**config.mk**
```make
export PLATFORM = sky130hd
export DESIGN_NAME = sorted_multimap_table_core
export DESIGN_NICKNAME = d
export VERILOG_FILES = /design/src/sv/smt_pkg.sv /design/src/sv/smt_ram.sv /design/src/sv/smt_ctrl.sv /design/src/sv/smt_dp.sv /design/src/sv/sorted_multimap_table_core.sv
export SDC_FILE = /design/constraint.sdc
export NUM_CORES = 2
export LEC_CHECK = 0
export BUFFER_PORTS_ARGS = -buffer_cell sky130_fd_sc_hd__clkbuf_2
export CAP_MARGIN = 10
export CORE_ASPECT_RATIO = 1.25
export CORE_UTILIZATION = 30
export CTS_BUF_LIST = sky130_fd_sc_hd__clkbuf_8
export DETAILED_ROUTE_END_ITERATION = 7
export HOLD_SLACK_MARGIN = 0.1
export PLACE_DENSITY_LB_ADDON = 0.15
export SETUP_SLACK_MARGIN = 0.5
export SLEW_MARGIN = 5
export SYNTH_ARGS = -nofsm -noshare
export SYNTH_HDL_FRONTEND = slang
export SYNTH_SLANG_ARGS = --single-unit
export TNS_END_PERCENT = 100
```
**constraint.sdc**
```tcl
create_clock -name i_clk -period 4.9 [get_ports i_clk]
set_input_delay 0.735 -clock i_clk [delete_from_list [all_inputs] [get_ports i_clk]]
set_output_delay 0.735 -clock i_clk [all_outputs]
set_load 0.005 [all_outputs]
```
**src/sv/smt_pkg.sv**
```systemverilog
// Shared types and constants of the sorted multimap table core.
// Used by smt_ctrl, smt_dp and sorted_multimap_table_core; has no dependencies.
package smt_pkg;

    localparam int CAPACITY = 16;
    localparam int AW       = (CAPACITY > 1) ? $clog2(CAPACITY) : 1;
    localparam int CW       = $clog2(CAPACITY + 1);
    localparam int KW       = 32;
    localparam int VW       = 32;
    localparam int EW       = KW + VW;
    localparam int ENTRY_W  = 5;

    // Commands of the input word.
    localparam logic [1:0] CMD_INSERT = 2'd0;
    localparam logic [1:0] CMD_REMOVE = 2'd1;
    localparam logic [1:0] CMD_SEARCH = 2'd2;

    // Status codes of the result word.
    localparam logic [1:0] ST_OK   = 2'd0;
    localparam logic [1:0] ST_FULL = 2'd1;
    localparam logic [1:0] ST_NONE = 2'd2;

    // Read address selection.
    localparam logic [1:0] RD_IDX = 2'd0;
    localparam logic [1:0] RD_DN  = 2'd1;
    localparam logic [1:0] RD_UP  = 2'd2;

    // Index register operations.
    localparam logic [1:0] IDX_HOLD = 2'd0;
    localparam logic [1:0] IDX_INC  = 2'd1;
    localparam logic [1:0] IDX_DEC  = 2'd2;
    localparam logic [1:0] IDX_POS  = 2'd3;

    // Result word source.
    localparam logic [1:0] OUT_CODE = 2'd0;
    localparam logic [1:0] OUT_MID  = 2'd1;
    localparam logic [1:0] OUT_LAST = 2'd2;

    typedef struct packed {
        logic       cap;
        logic       rd_en;
        logic [1:0] rd_sel;
        logic [1:0] idx_op;
        logic       wr_en;
        logic       wr_new;
        logic       fill_inc;
        logic       fill_dec;
        logic       pend_ld;
        logic       out_ld;
        logic [1:0] out_sel;
        logic [1:0] out_code;
    } t_dp_cmd;

    typedef struct packed {
        logic full;
        logic scan_end;
        logic sh_done;
        logic rm_done;
        logic rel;
        logic key_eq;
        logic kv_eq;
        logic have_pend;
        logic out_free;
    } t_dp_sts;

endpackage

```
**src/sv/smt_ram.sv**
```systemverilog
// Generic single-port-write, single-port-read RAM with a registered read.
// No dependencies.
module smt_ram #(
    parameter int WIDTH = 8,
    parameter int DEPTH = 16
) (
    input  logic                     i_clk,
    input  logic                     i_we,
    input  logic [$clog2(DEPTH)-1:0] i_waddr,
    input  logic [WIDTH-1:0]         i_wdata,
    input  logic                     i_re,
    input  logic [$clog2(DEPTH)-1:0] i_raddr,
    output logic [WIDTH-1:0]         o_rdata
);

    logic [WIDTH-1:0] r_mem [DEPTH];
    logic [WIDTH-1:0] r_rdata;

    always_ff @(posedge i_clk) begin
        if (i_we) begin
            r_mem[i_waddr] <= i_wdata;
        end
        if (i_re) begin
            r_rdata <= r_mem[i_raddr];
        end
    end

    assign o_rdata = r_rdata;

endmodule

```
**src/sv/smt_ctrl.sv**
```systemverilog
// Sequencer of the sorted multimap table: scan, shift and result steps.
// Depends on smt_pkg; drives smt_dp through t_dp_cmd and reads t_dp_sts.
module smt_ctrl (
    input  logic             i_clk,
    input  logic             i_rst_n,
    input  logic             i_in_valid,
    output logic             o_in_ready,
    input  logic [1:0]       i_cmd,
    input  smt_pkg::t_dp_sts i_sts,
    output smt_pkg::t_dp_cmd o_cmd
);

    localparam logic [3:0] S_IDLE    = 4'd0;
    localparam logic [3:0] S_SCAN_RD = 4'd1;
    localparam logic [3:0] S_SCAN_EV = 4'd2;
    localparam logic [3:0] S_SH_RD   = 4'd3;
    localparam logic [3:0] S_SH_WR   = 4'd4;
    localparam logic [3:0] S_PUT     = 4'd5;
    localparam logic [3:0] S_RM_RD   = 4'd6;
    localparam logic [3:0] S_RM_WR   = 4'd7;
    localparam logic [3:0] S_EMIT    = 4'd8;
    localparam logic [3:0] S_FIN     = 4'd9;

    logic [3:0] r_state, n_state;
    logic [1:0] r_op, n_op;
    logic [1:0] r_code, n_code;
    smt_pkg::t_dp_cmd c_cmd;

    always_comb begin
        n_state = r_state;
        n_op    = r_op;
        n_code  = r_code;
        c_cmd   = '0;
        c_cmd.out_code = r_code;
        case (r_state)
            S_IDLE: begin
                if (i_in_valid) begin
                    c_cmd.cap = 1'b1;
                    n_op      = i_cmd;
                    if (i_cmd == smt_pkg::CMD_INSERT) begin
                        if (i_sts.full) begin
                            n_code  = smt_pkg::ST_FULL;
                            n_state = S_EMIT;
                        end else begin
                            n_state = S_SCAN_RD;
                        end
                    end else if (i_cmd == smt_pkg::CMD_REMOVE ||
                                 i_cmd == smt_pkg::CMD_SEARCH) begin
                        n_state = S_SCAN_RD;
                    end else begin
                        n_code  = smt_pkg::ST_NONE;
                        n_state = S_EMIT;
                    end
                end
            end
            S_SCAN_RD: begin
                if (i_sts.scan_end) begin
                    if (r_op == smt_pkg::CMD_INSERT) begin
                        c_cmd.idx_op = smt_pkg::IDX_POS;
                        n_state      = S_SH_RD;
                    end else if (r_op == smt_pkg::CMD_REMOVE) begin
                        n_code  = smt_pkg::ST_NONE;
                        n_state = S_EMIT;
                    end else begin
                        n_state = S_FIN;
                    end
                end else begin
                    c_cmd.rd_en  = 1'b1;
                    c_cmd.rd_sel = smt_pkg::RD_IDX;
                    n_state      = S_SCAN_EV;
                end
            end
            S_SCAN_EV: begin
                if (r_op == smt_pkg::CMD_INSERT) begin
                    if (i_sts.rel) begin
                        c_cmd.idx_op = smt_pkg::IDX_INC;
                        n_state      = S_SCAN_RD;
                    end else begin
                        c_cmd.idx_op = smt_pkg::IDX_POS;
                        n_state      = S_SH_RD;
                    end
                end else if (r_op == smt_pkg::CMD_REMOVE) begin
                    if (i_sts.kv_eq) begin
                        n_state = S_RM_RD;
                    end else begin
                        c_cmd.idx_op = smt_pkg::IDX_INC;
                        n_state      = S_SCAN_RD;
                    end
                end else if (i_sts.key_eq) begin
                    // A new match releases the held one, which is not the last.
                    if (!i_sts.have_pend || i_sts.out_free) begin
                        c_cmd.out_ld  = i_sts.have_pend;
                        c_cmd.out_sel = smt_pkg::OUT_MID;
                        c_cmd.pend_ld = 1'b1;
                        c_cmd.idx_op  = smt_pkg::IDX_INC;
                        n_state       = S_SCAN_RD;
                    end
                end else begin
                    c_cmd.idx_op = smt_pkg::IDX_INC;
                    n_state      = S_SCAN_RD;
                end
            end
            S_SH_RD: begin
                if (i_sts.sh_done) begin
                    n_state = S_PUT;
                end else begin
                    c_cmd.rd_en  = 1'b1;
                    c_cmd.rd_sel = smt_pkg::RD_DN;
                    n_state      = S_SH_WR;
                end
            end
            S_SH_WR: begin
                c_cmd.wr_en  = 1'b1;
                c_cmd.idx_op = smt_pkg::IDX_DEC;
                n_state      = S_SH_RD;
            end
            S_PUT: begin
                c_cmd.wr_en    = 1'b1;
                c_cmd.wr_new   = 1'b1;
                c_cmd.fill_inc = 1'b1;
                n_code         = smt_pkg::ST_OK;
                n_state        = S_EMIT;
            end
            S_RM_RD: begin
                if (i_sts.rm_done) begin
                    c_cmd.fill_dec = 1'b1;
                    n_code         = smt_pkg::ST_OK;
                    n_state        = S_EMIT;
                end else begin
                    c_cmd.rd_en  = 1'b1;
                    c_cmd.rd_sel = smt_pkg::RD_UP;
                    n_state      = S_RM_WR;
                end
            end
            S_RM_WR: begin
                c_cmd.wr_en  = 1'b1;
                c_cmd.idx_op = smt_pkg::IDX_INC;
                n_state      = S_RM_RD;
            end
            S_EMIT: begin
                if (i_sts.out_free) begin
                    c_cmd.out_ld  = 1'b1;
                    c_cmd.out_sel = smt_pkg::OUT_CODE;
                    n_state       = S_IDLE;
                end
            end
            S_FIN: begin
                c_cmd.out_code = smt_pkg::ST_NONE;
                if (i_sts.out_free) begin
                    c_cmd.out_ld  = 1'b1;
                    c_cmd.out_sel = i_sts.have_pend ? smt_pkg::OUT_LAST
                                                    : smt_pkg::OUT_CODE;
                    n_state       = S_IDLE;
                end
            end
            default: begin
                n_state = S_IDLE;
            end
        endcase
    end

    always_ff @(posedge i_clk) begin
        if (!i_rst_n) begin
            r_state <= S_IDLE;
            r_op    <= smt_pkg::CMD_INSERT;
            r_code  <= smt_pkg::ST_OK;
        end else begin
            r_state <= n_state;
            r_op    <= n_op;
            r_code  <= n_code;
        end
    end

    assign o_in_ready = (r_state == S_IDLE);
    assign o_cmd      = c_cmd;

    // An insert into a full table goes straight to the refusal result.
    a_full_refused : assert property (@(posedge i_clk) disable iff (!i_rst_n)
        (r_state == S_IDLE && i_in_valid && i_cmd == smt_pkg::CMD_INSERT && i_sts.full)
        |=> (r_state == S_EMIT && r_code == smt_pkg::ST_FULL))
        else $error("insert into a full table was not refused");

    // The table is never written while a word can be accepted.
    a_no_write_idle : assert property (@(posedge i_clk) disable iff (!i_rst_n)
        o_in_ready |-> !c_cmd.wr_en)
        else $error("table written while idle");

    // The state register only ever holds one of the defined states.
    a_state_legal : assert property (@(posedge i_clk) disable iff (!i_rst_n)
        r_state <= S_FIN)
        else $error("undefined sequencer state");

endmodule

```
**src/sv/smt_dp.sv**
```systemverilog
// Datapath of the sorted multimap table: entry memory, indexes, fill count,
// held search match and result register. Depends on smt_pkg and smt_ram.
module smt_dp (
    input  logic                 i_clk,
    input  logic                 i_rst_n,
    input  smt_pkg::t_dp_cmd     i_cmd,
    output smt_pkg::t_dp_sts     o_sts,
    input  logic signed [31:0]   i_key,
    input  logic signed [31:0]   i_value,
    input  logic                 i_cfg_we,
    input  logic                 i_cfg_wdata,
    output logic                 o_out_valid,
    input  logic                 i_out_ready,
    output logic [1:0]           o_status,
    output logic signed [31:0]   o_found_value,
    output logic                 o_last,
    output logic [4:0]           o_entry_count
);

    logic                          r_desc;
    logic signed [smt_pkg::KW-1:0] r_key;
    logic signed [smt_pkg::VW-1:0] r_val;
    logic signed [smt_pkg::VW-1:0] r_pend;
    logic                          r_have;
    logic [smt_pkg::CW-1:0]        r_idx, r_pos, r_fill;
    logic [smt_pkg::CW-1:0]        c_idx_dn, c_idx_up;
    logic [smt_pkg::AW-1:0]        c_raddr, c_waddr;
    logic [smt_pkg::EW-1:0]        c_wdata, c_rdata;
    logic signed [smt_pkg::KW-1:0] c_rkey;
    logic signed [smt_pkg::VW-1:0] c_rval;
    logic                          c_out_free;

    logic                          r_out_valid, r_last;
    logic [1:0]                    r_status;
    logic signed [31:0]            r_found;
    logic [smt_pkg::ENTRY_W-1:0]   r_count;

    assign c_idx_dn = r_idx - 1'b1;
    assign c_idx_up = r_idx + 1'b1;

    always_comb begin
        case (i_cmd.rd_sel)
            smt_pkg::RD_DN: c_raddr = c_idx_dn[smt_pkg::AW-1:0];
            smt_pkg::RD_UP: c_raddr = c_idx_up[smt_pkg::AW-1:0];
            default:        c_raddr = r_idx[smt_pkg::AW-1:0];
        endcase
    end

    assign c_waddr = i_cmd.wr_new ? r_pos[smt_pkg::AW-1:0] : r_idx[smt_pkg::AW-1:0];
    assign c_wdata = i_cmd.wr_new ? {r_key, r_val} : c_rdata;

    smt_ram #(
        .WIDTH(smt_pkg::EW),
        .DEPTH(smt_pkg::CAPACITY)
    ) u_ram (
        .i_clk  (i_clk),
        .i_we   (i_cmd.wr_en),
        .i_waddr(c_waddr),
        .i_wdata(c_wdata),
        .i_re   (i_cmd.rd_en),
        .i_raddr(c_raddr),
        .o_rdata(c_rdata)
    );

    assign c_rkey = c_rdata[smt_pkg::EW-1:smt_pkg::VW];
    assign c_rval = c_rdata[smt_pkg::VW-1:0];

    assign c_out_free = !r_out_valid || i_out_ready;

    always_comb begin
        o_sts           = '0;
        o_sts.full      = (r_fill == smt_pkg::CW'(smt_pkg::CAPACITY));
        o_sts.scan_end  = (r_idx == r_fill);
        o_sts.sh_done   = (r_idx == r_pos);
        o_sts.rm_done   = (c_idx_up == r_fill);
        o_sts.rel       = r_desc ? (c_rkey >= r_key) : (c_rkey <= r_key);
        o_sts.key_eq    = (c_rkey == r_key);
        o_sts.kv_eq     = (c_rkey == r_key) && (c_rval == r_val);
        o_sts.have_pend = r_have;
        o_sts.out_free  = c_out_free;
    end

    always_ff @(posedge i_clk) begin
        if (!i_rst_n) begin
            r_desc      <= 1'b0;
            r_fill      <= '0;
            r_have      <= 1'b0;
            r_out_valid <= 1'b0;
        end else begin
            if (i_cfg_we) begin
                r_desc <= i_cfg_wdata;
            end
            if (i_cmd.fill_inc) begin
                r_fill <= r_fill + 1'b1;
            end else if (i_cmd.fill_dec) begin
                r_fill <= r_fill - 1'b1;
            end
            if (i_cmd.cap) begin
                r_have <= 1'b0;
            end else if (i_cmd.pend_ld) begin
                r_have <= 1'b1;
            end
            if (i_cmd.out_ld) begin
                r_out_valid <= 1'b1;
            end else if (i_out_ready) begin
                r_out_valid <= 1'b0;
            end
        end
    end

    always_ff @(posedge i_clk) begin
        if (i_cmd.cap) begin
            r_key <= i_key;
            r_val <= i_value;
            r_idx <= '0;
        end else begin
            case (i_cmd.idx_op)
                smt_pkg::IDX_INC: r_idx <= c_idx_up;
                smt_pkg::IDX_DEC: r_idx <= c_idx_dn;
                smt_pkg::IDX_POS: begin
                    r_pos <= r_idx;
                    r_idx <= r_fill;
                end
                default: r_idx <= r_idx;
            endcase
        end
        if (i_cmd.pend_ld) begin
            r_pend <= c_rval;
        end
        if (i_cmd.out_ld) begin
            r_count <= smt_pkg::ENTRY_W'(r_fill);
            case (i_cmd.out_sel)
                smt_pkg::OUT_MID: begin
                    r_status <= smt_pkg::ST_OK;
                    r_found  <= r_pend;
                    r_last   <= 1'b0;
                end
                smt_pkg::OUT_LAST: begin
                    r_status <= smt_pkg::ST_OK;
                    r_found  <= r_pend;
                    r_last   <= 1'b1;
                end
                default: begin
                    r_status <= i_cmd.out_code;
                    r_found  <= '0;
                    r_last   <= 1'b1;
                end
            endcase
        end
    end

    assign o_out_valid   = r_out_valid;
    assign o_status      = r_status;
    assign o_found_value = r_found;
    assign o_last        = r_last;
    assign o_entry_count = r_count;

    a_fill_bound : assert property (@(posedge i_clk) disable iff (!i_rst_n)
        r_fill <= smt_pkg::CW'(smt_pkg::CAPACITY))
        else $error("fill count above capacity");

    a_out_no_overwrite : assert property (@(posedge i_clk) disable iff (!i_rst_n)
        i_cmd.out_ld |-> c_out_free)
        else $error("result register overwritten before it was taken");

    a_fill_step : assert property (@(posedge i_clk) disable iff (!i_rst_n)
        i_cmd.fill_inc |=> (r_fill == $past(r_fill) + 1'b1))
        else $error("fill count did not advance on insert");

endmodule

```
**src/sv/sorted_multimap_table_core.sv**
```systemverilog
// Top level of the sorted multimap table core.
// Depends on smt_pkg, smt_ctrl, smt_dp and smt_ram.
//
// Sorted multimap table: holds up to smt_pkg::CAPACITY key/value pairs in
// signed key order, ascending or descending as chosen by the one-bit
// configuration register (i_cfg_we / i_cfg_wdata, write only while idle;
// changing it does not re-sort stored pairs). Each input word carries a
// command: insert places the pair after every leading entry whose key relates
// to it (so after equal keys) and is refused with status "full" at capacity;
// remove deletes the first pair matching both key and value, or answers
// "no match"; search returns every value stored under the key, in table
// order, one result word each, with o_last on the final one, or a single
// "no match" word. Every result word also carries the entry count after the
// operation. Entries live in one RAM with a write port, a read port and a
// registered read, so each table entry visited takes an address step, then
// a compare or move step: an insert scans to the slot, then shifts the tail
// up, and a search may also wait on the result side. One word is worked on
// at a time; the next is accepted as soon as the previous one's last result
// sits in the output register, even if that result has not yet been taken.
// No clearing pass is needed after reset: only entries below the fill count
// are read.
module sorted_multimap_table_core (
    input  logic               i_clk,
    input  logic               i_rst_n,
    input  logic               i_in_valid,
    output logic               o_in_ready,
    input  logic [1:0]         i_cmd,
    input  logic signed [31:0] i_key,
    input  logic signed [31:0] i_value,
    output logic               o_out_valid,
    input  logic               i_out_ready,
    output logic [1:0]         o_status,
    output logic signed [31:0] o_found_value,
    output logic               o_last,
    output logic [4:0]         o_entry_count,
    input  logic               i_cfg_we,
    input  logic               i_cfg_wdata
);

    // Command and status between the sequencer and the datapath.
    smt_pkg::t_dp_cmd w_cmd;
    smt_pkg::t_dp_sts w_sts;

    smt_ctrl u_ctrl (
        .i_clk     (i_clk),
        .i_rst_n   (i_rst_n),
        .i_in_valid(i_in_valid),
        .o_in_ready(o_in_ready),
        .i_cmd     (i_cmd),
        .i_sts     (w_sts),
        .o_cmd     (w_cmd)
    );

    // The datapath captures the input word when the sequencer accepts it.
    smt_dp u_dp (
        .i_clk        (i_clk),
        .i_rst_n      (i_rst_n),
        .i_cmd        (w_cmd),
        .o_sts        (w_sts),
        .i_key        (i_key),
        .i_value      (i_value),
        .i_cfg_we     (i_cfg_we),
        .i_cfg_wdata  (i_cfg_wdata),
        .o_out_valid  (o_out_valid),
        .i_out_ready  (i_out_ready),
        .o_status     (o_status),
        .o_found_value(o_found_value),
        .o_last       (o_last),
        .o_entry_count(o_entry_count)
    );

endmodule
```
# Word level (Yosys, flattened, before mapping)
# Memory sizes are Yosys's and may differ from the RTL's. A register that Yosys moved wholly into a read port is not among the register bits.
# Index checks and enable logic that the tools add are counted.
# word_totals
elab_cells	149
input_bits	72
reg_bits	162
memories	1
mem_bits_rw	1024
out_inout_bits	42
# classes
n_mux	67
bitwise_logic	2
reduce_logical	22
n_addsub	4
n_eq_ne	34
order_cmp	2
# memory_table
memory	words	width	rd	rd_clocked_by_memory_dff	wr	line_no	text
u_dp.u_ram.r_mem	16	64	1	1	1	smt_ram.sv:16	logic [WIDTH-1:0] r_mem [DEPTH];
# op_table
cell	n
two-way mux 4 bit	17
== test 32 bit	2
two-way mux 64 bit	1
two-way mux 2 bit	18
case mux 4 bit (9 select lines)	1
>= comparator 32 bit	1
less-or-equal comparator 32 bit	1
two-way mux 3 bit	6
case mux 3 bit (3 select lines)	2
== test 4 x 3 -> 1 bit, second input constant	4
two-way mux 1 bit	16
case mux 2 bit (4 select lines)	2
== test 5 bit	3
case mux 5 bit (3 select lines)	1
adder 5 x 1 -> 5 bit, second input constant	2
== test 2 x 1 -> 1 bit, second input constant	5
== test 2 bit, second input constant	5
two-way mux 5 bit	2
subtractor 5 x 1 -> 5 bit, second input constant	2
== test 4 x 2 -> 1 bit, second input constant	2
== test 4 bit, second input constant	2
!= test 2 x 1 -> 1 bit, second input constant	4
case mux 4 bit (2 select lines)	1
AND reduction 8 bit	1
other kinds (18)	30

# Logic depth before layout (Yosys ltp)
# logic_depth
ltp_word	10
mapped_depth	19
ltp_nobuf	14

# Hierarchy
# From an unflattened synthesis, not the netlist that was laid out.
# hier_totals
cells_unflattened	2334
hier_area_um2	48622.9
# by_module_without_submodules
mod	cells_per_inst	area_per_inst_um2	instances	seq_area_each_um2
smt_ram	1647	40222.3	1	32671.3
smt_dp	574	7596.0	1	4494.3
smt_ctrl	113	804.5	1	160.2

# Least setup slack after synthesis
# OpenSTA, ideal clock, no wires.
# synth_path
kind	register to register
from	reg u_dp.u_ram.r_rdata[53], in the netlist u_dp.u_ram.o_rdata[53], read port of u_dp.u_ram.r_mem
to	reg u_dp.r_status[1], in the netlist u_dp.o_status[1] (data pin)
path_buffers	1
required_ns	4.646
stages_incl_launch_ff	10
setup_slack_ns	-0.397
setup_time_ns	0.254
t_arrival_ns	5.043
period_less_slack_ns	5.297
path_cell_list	edfxtp_1 ha_1 nand4_2 or4_1 nor4_1 nand2_1 a211oi_1 ha_1 clkbuf_1 o21a_1
# synth_between
elab_chain_cells	7
elab_cells_between_ends	8
cone_classes	eq/ne: 3; mux: 4; reduce/logical: 1
# synth_lines
item	line_no	text
start, declared	smt_ram.sv:17	logic [WIDTH-1:0] r_rdata;
== test 32 bit *	smt_dp.sv:77	o_sts.key_eq = (c_rkey == r_key);
two-way mux 4 bit *	smt_ctrl.sv:89	end else if (i_sts.key_eq) begin
two-way mux 4 bit *	smt_ctrl.sv:82	end else if (r_op == smt_pkg::CMD_REMOVE) begin
two-way mux 4 bit *	smt_ctrl.sv:74	if (r_op == smt_pkg::CMD_INSERT) begin
case mux 3 bit (3 select lines) *	smt_ctrl.sv:35	case (r_state)
== test 2 x 1 -> 1 bit or == test 2 bit (tied branches)	smt_dp.sv:132	case (i_cmd.out_sel)
OR reduction 2 bit (no line) *	-	
end signal, assigned	smt_dp.sv:134	r_status <= smt_pkg::ST_OK;
end signal, assigned	smt_dp.sv:139	r_status <= smt_pkg::ST_OK;
end signal, assigned	smt_dp.sv:144	r_status <= i_cmd.out_code;
end, declared	smt_dp.sv:34	logic [1:0] r_status;
# Every way passes the cells marked *; elsewhere a longest branch is shown, timed or not.
# A chain may end at the register's enable or synchronous reset.

# Worst setup path after layout
# layout_path
from	reg u_dp.r_idx[0] (netlist name)
to	reg u_dp.u_ram.r_rdata[38], in the netlist u_dp.u_ram.o_rdata[38], read port of u_dp.u_ram.r_mem (data pin)
# layout_between
elab_chain_cells	6
elab_cells_between_ends	12
cone_classes	add/sub: 2; eq/ne: 5; mux: 5
# layout_lines
item	line_no	text
start, declared	smt_dp.sv:25	logic [smt_pkg::CW-1:0] r_idx, r_pos, r_fill;
start signal, assigned	smt_dp.sv:118	smt_pkg::IDX_INC: r_idx <= c_idx_up;
start signal, assigned	smt_dp.sv:119	smt_pkg::IDX_DEC: r_idx <= c_idx_dn;
start signal, assigned	smt_dp.sv:122	r_idx <= r_fill;
adder 5 x 1 -> 5 bit	smt_dp.sv:39	assign c_idx_up = r_idx + 1'b1;
== test 5 bit	smt_dp.sv:75	o_sts.rm_done = (c_idx_up == r_fill);
two-way mux 3 bit	smt_ctrl.sv:125	if (i_sts.rm_done) begin
case mux 3 bit (3 select lines)	smt_ctrl.sv:35	
== test 2 bit or == test 2 x 1 -> 1 bit (tied branches)	smt_dp.sv:42	case (i_cmd.rd_sel)
case mux 4 bit (2 select lines)	smt_dp.sv:42	
# Parallel ways exist; a longest one is shown, timed or not.

==> out/metrics.yaml <==
finalNetCount: 3027
synth_compound_area_share_pct: 3.36
async_reset_ff_share_pct: 0
post-layout-total-power_w: 0.0297
most_common_cell_in_the_netlist: "sky130_fd_sc_hd__edfxtp_1"
crit_path_end: "u_dp.u_ram.o_rdata[38]"
hpwlAfterDp_um: 71900
postSynth.topFlopCell: "sky130_fd_sc_hd__edfxtp_1"
synth_warnings: 0
seq_area_frac_synth_pct: 75.9
tightest_slew_ns: 1.05
grt_pass1_vias: 26800
totalNegativeSetupSlack_ns: 0
numCtsBuffers: 203
drt_pass1_iterations: 5
timing.reg2reg.worst_path_depth: 17
power_density_of_the_placed_cells_nw_per_um2: 509
synth_top_cells_by_area: "sky130_fd_sc_hd__edfxtp_1 (75%), sky130_fd_sc_hd__mux4_2 (12%), sky130_fd_sc_hd__mux2i_1 (1.4%)"
ioPinCount: 114
clk_latency_ns: 0.91
cp_data_required_time_ns: 5.49
yosysTopAreaCell: "sky130_fd_sc_hd__edfxtp_1"
synth_cells: 2505
clock_tree.root_cell: "sky130_fd_sc_hd__clkbuf_8"
route.antenna.remaining_nets: 0
regToRegStartpoint: "u_dp.r_idx[0]"
htree_num_levels: 4
timing.critical_path.to_type: "register"
synthTopCellsByCount: "sky130_fd_sc_hd__edfxtp_1 (1229), sky130_fd_sc_hd__mux4_2 (256), sky130_fd_sc_hd__nand2_1 (165), sky130_fd_sc_hd__a21oi_1 (103), sky130_fd_sc_hd__nor2b_1 (101)"
p_r_area_growth_vs_syn_pct: 18.4
vias: 25000
wl_per_cell_um: 25.0
skew_final_ns: 0.0395
postLayoutCoreUtil_pct: 35.9
wirelength_um: 131000
cts-root-to-sink-buffers: 3
timing.reg2reg.setup_slack_ns: 0.76
synth_nets: 2619
synth_seq_cells: 1250
startpoint: "u_dp.r_idx[0]"
floorplan.die.height_um: 455
final-instance-count-excl-fill: 5254
core_area_um2: 162000
synth_top_family_by_area: "multiplexers"
dp.cells: 4785
finalSetupViolations: 0
run_status: "completed"
synth_enable_flop_cells: 1229
worst-endpoint-arrival_ns: 4.73
grt_antenna_before_repair: 4
synth-adder-area-share_pct: 1.08
drc_errors: 0
fin_max_slew_vios: 0
timing_hold_violations_final: 0
syn_avg_cell_area_um2: 19.6
row_count: 165
multiplexer_share_of_the_synthesized_area_pct: 13.1
setup.worst_path.start_class: "register"
path_class: "register to register"
timing.critical_path.fanout_max: 19
die_x_um: 364
ir_drop_uv: 285
cts.clk_slew.worst_paths_ns: 0.06
port_buffers: 113
holdCritPathClass: "input port to register"
tritoncts: "built"
synth_xor_area_share_pct: 0.926
final_weighted_congestion_of_routability_driven_global_placement: 0.796
min_delay_path_depth: 4
slew_headroom_pct: 29.9
power.static_leakage_nw: 19.1
die_area_um2: 166000
final_min_period_over_clock_period_pct: 84.4
grt_max_degree: 103
drt_first_iter_violations: 1915
grt_total_usage_pct: 15.9
initial_core_util_pct: 30.3
synth.lib_cells_used.distinct: 71
grt_setup_unrepaired: "no"
drv.max_cap_violation_count: 0
via_per_inst: 4.76
synthDominantCellAreaShare_pct: 75.0
post-route-min-period_ns: 4.14
wire_length_of_the_first_global_routing_pass_um: 188000
worst_r2r_endpoint: "u_dp.u_ram.o_rdata[38]"
synth.cell_area_um2: 49200
grt_remaining_overflow: 0
drive_gt1_share_pct: 26.6
fmaxAchievable_mhz: 242
synthSimpleGateAreaFrac_pct: 4.05
cts.sink_count: 1250
registers in the layout (all words and copies together) (netlist names), 4 cells and up:
signal,flops
u_dp.r_pend,32
u_dp.r_idx,5
u_ctrl.r_state,4
u_dp.r_val,32
u_dp.r_fill,5
u_dp.o_entry_count,5
u_dp.u_ram.o_rdata,64
u_dp.r_pos,5
u_dp.o_found_value,32
u_dp.u_ram.r_mem,1024
u_dp.r_key,32
critical path: stages, from the launching register on:
cell,delay (ns)
sky130_fd_sc_hd__dfxtp_4,0.43
sky130_fd_sc_hd__ha_2,0.27
sky130_fd_sc_hd__nand3_1,0.13
sky130_fd_sc_hd__xnor2_2,0.18
sky130_fd_sc_hd__xor2_1,0.16
sky130_fd_sc_hd__nand3_1,0.14
sky130_fd_sc_hd__nand3_2,0.18
sky130_fd_sc_hd__inv_1,0.11
sky130_fd_sc_hd__ha_1,0.26
sky130_fd_sc_hd__mux2i_1,0.17
sky130_fd_sc_hd__o21ai_4,0.18
sky130_fd_sc_hd__buf_4,0.17
sky130_fd_sc_hd__buf_12,0.20
sky130_fd_sc_hd__buf_16,0.23
sky130_fd_sc_hd__mux4_2,0.51
sky130_fd_sc_hd__nor2b_1,0.14
sky130_fd_sc_hd__a211oi_1,0.22
sky130_fd_sc_hd__a21oi_1,0.07
through the flow:
stage               hold WS, ns  worst slack [ns]  cell area (µm²)
floorplan                 0.427             0.276            49200
global placement          0.449             0.302            53500
detailed placement        0.465             0.221            53500
CTS                       0.103             0.472            58000
global route              0.209             0.494            58300
finish                    0.226             0.763            58300
final cells by class:
type | instances | area, µm²
Tap cell | 2171 | 2720
Inverter | 54 | 213
Clock buffer | 206 | 2840
Sequential cell | 1250 | 37300
Multi-Input combinational cell | 1079 | 11300
Antenna cell | 3 | 7.51
Fill cell | 15300 | 104000
Timing Repair Buffer | 325 | 2900
Clock inverter | 166 | 940
what timing repair did:
| action | in CTS | in global routing |
|---|---|---|
| endpoints found under the hold margin | 69 | 0 |
| pin swaps | 0 | 1 |
| gates cloned | 1 | 3 |
| resized for setup | 6 | 8 |
| setup endpoints to repair | 61 | 62 |
| hold buffers | 70 | 0 |
| setup buffers | 0 | 20 |
kinds of logic after synthesis:
| logic type | after synthesis |
|---|---|
| flops | 1250 |
| xor+xnor | 52 |
| buf+inv | 176 |
| simple gates | 393 |
| mux | 326 |
| compound gates | 266 |
| fa+ha+maj | 42 |
placed cells by master (no fill, tap or decap), types with 51 or more instances in the layout:
master and n:
sky130_fd_sc_hd__edfxtp_1 1229, sky130_fd_sc_hd__mux4_2 256, sky130_fd_sc_hd__clkbuf_8 206, sky130_fd_sc_hd__nand2_1 164, sky130_fd_sc_hd__inv_1 118, sky130_fd_sc_hd__clkbuf_2 113, sky130_fd_sc_hd__buf_4 102, sky130_fd_sc_hd__nor2b_1 101
sky130_fd_sc_hd__a21oi_1 101, sky130_fd_sc_hd__a211oi_1 71, sky130_fd_sc_hd__dlygate4sd3_1 70, sky130_fd_sc_hd__mux2i_1 69, sky130_fd_sc_hd__clkinv_1 51
layer usage:
metal / vias up / track usage, % / routed length, µm
li1: 11000 / - / -
met1: 13300 / 20.4 / 57100
met2: 568 / 26.9 / 65500
met3: 224 / 2.77 / 5170
met4: 0 / 5.55 / 3460
met5: - / 0 / 0
where the power goes:
part	internal (W)	switching (W)	total (W)
logic	0.00318	0.00419	0.00736
registers	0.0133	0.000429	0.0137
clock network	0.00434	0.00425	0.00859
total	0.0208	0.00887	0.0297
worst min-delay path by stage:
stage | from | end | slack, ns
2_1_floorplan | u_ctrl.r_code[0] | u_ctrl.r_code[0] | 0.43
3_3_place_gp | u_ctrl.r_code[0] | u_ctrl.r_code[0] | 0.45
3_5_place_dp | u_ctrl.r_code[0] | u_ctrl.r_code[0] | 0.46
4_1_cts | i_in_valid | u_ctrl.r_op[0] | 0.10
5_1_grt | i_in_valid | u_ctrl.r_op[0] | 0.21
6_report | i_in_valid | u_ctrl.r_op[0] | 0.23
No activity file was read; power rests on OpenSTA's default activity.
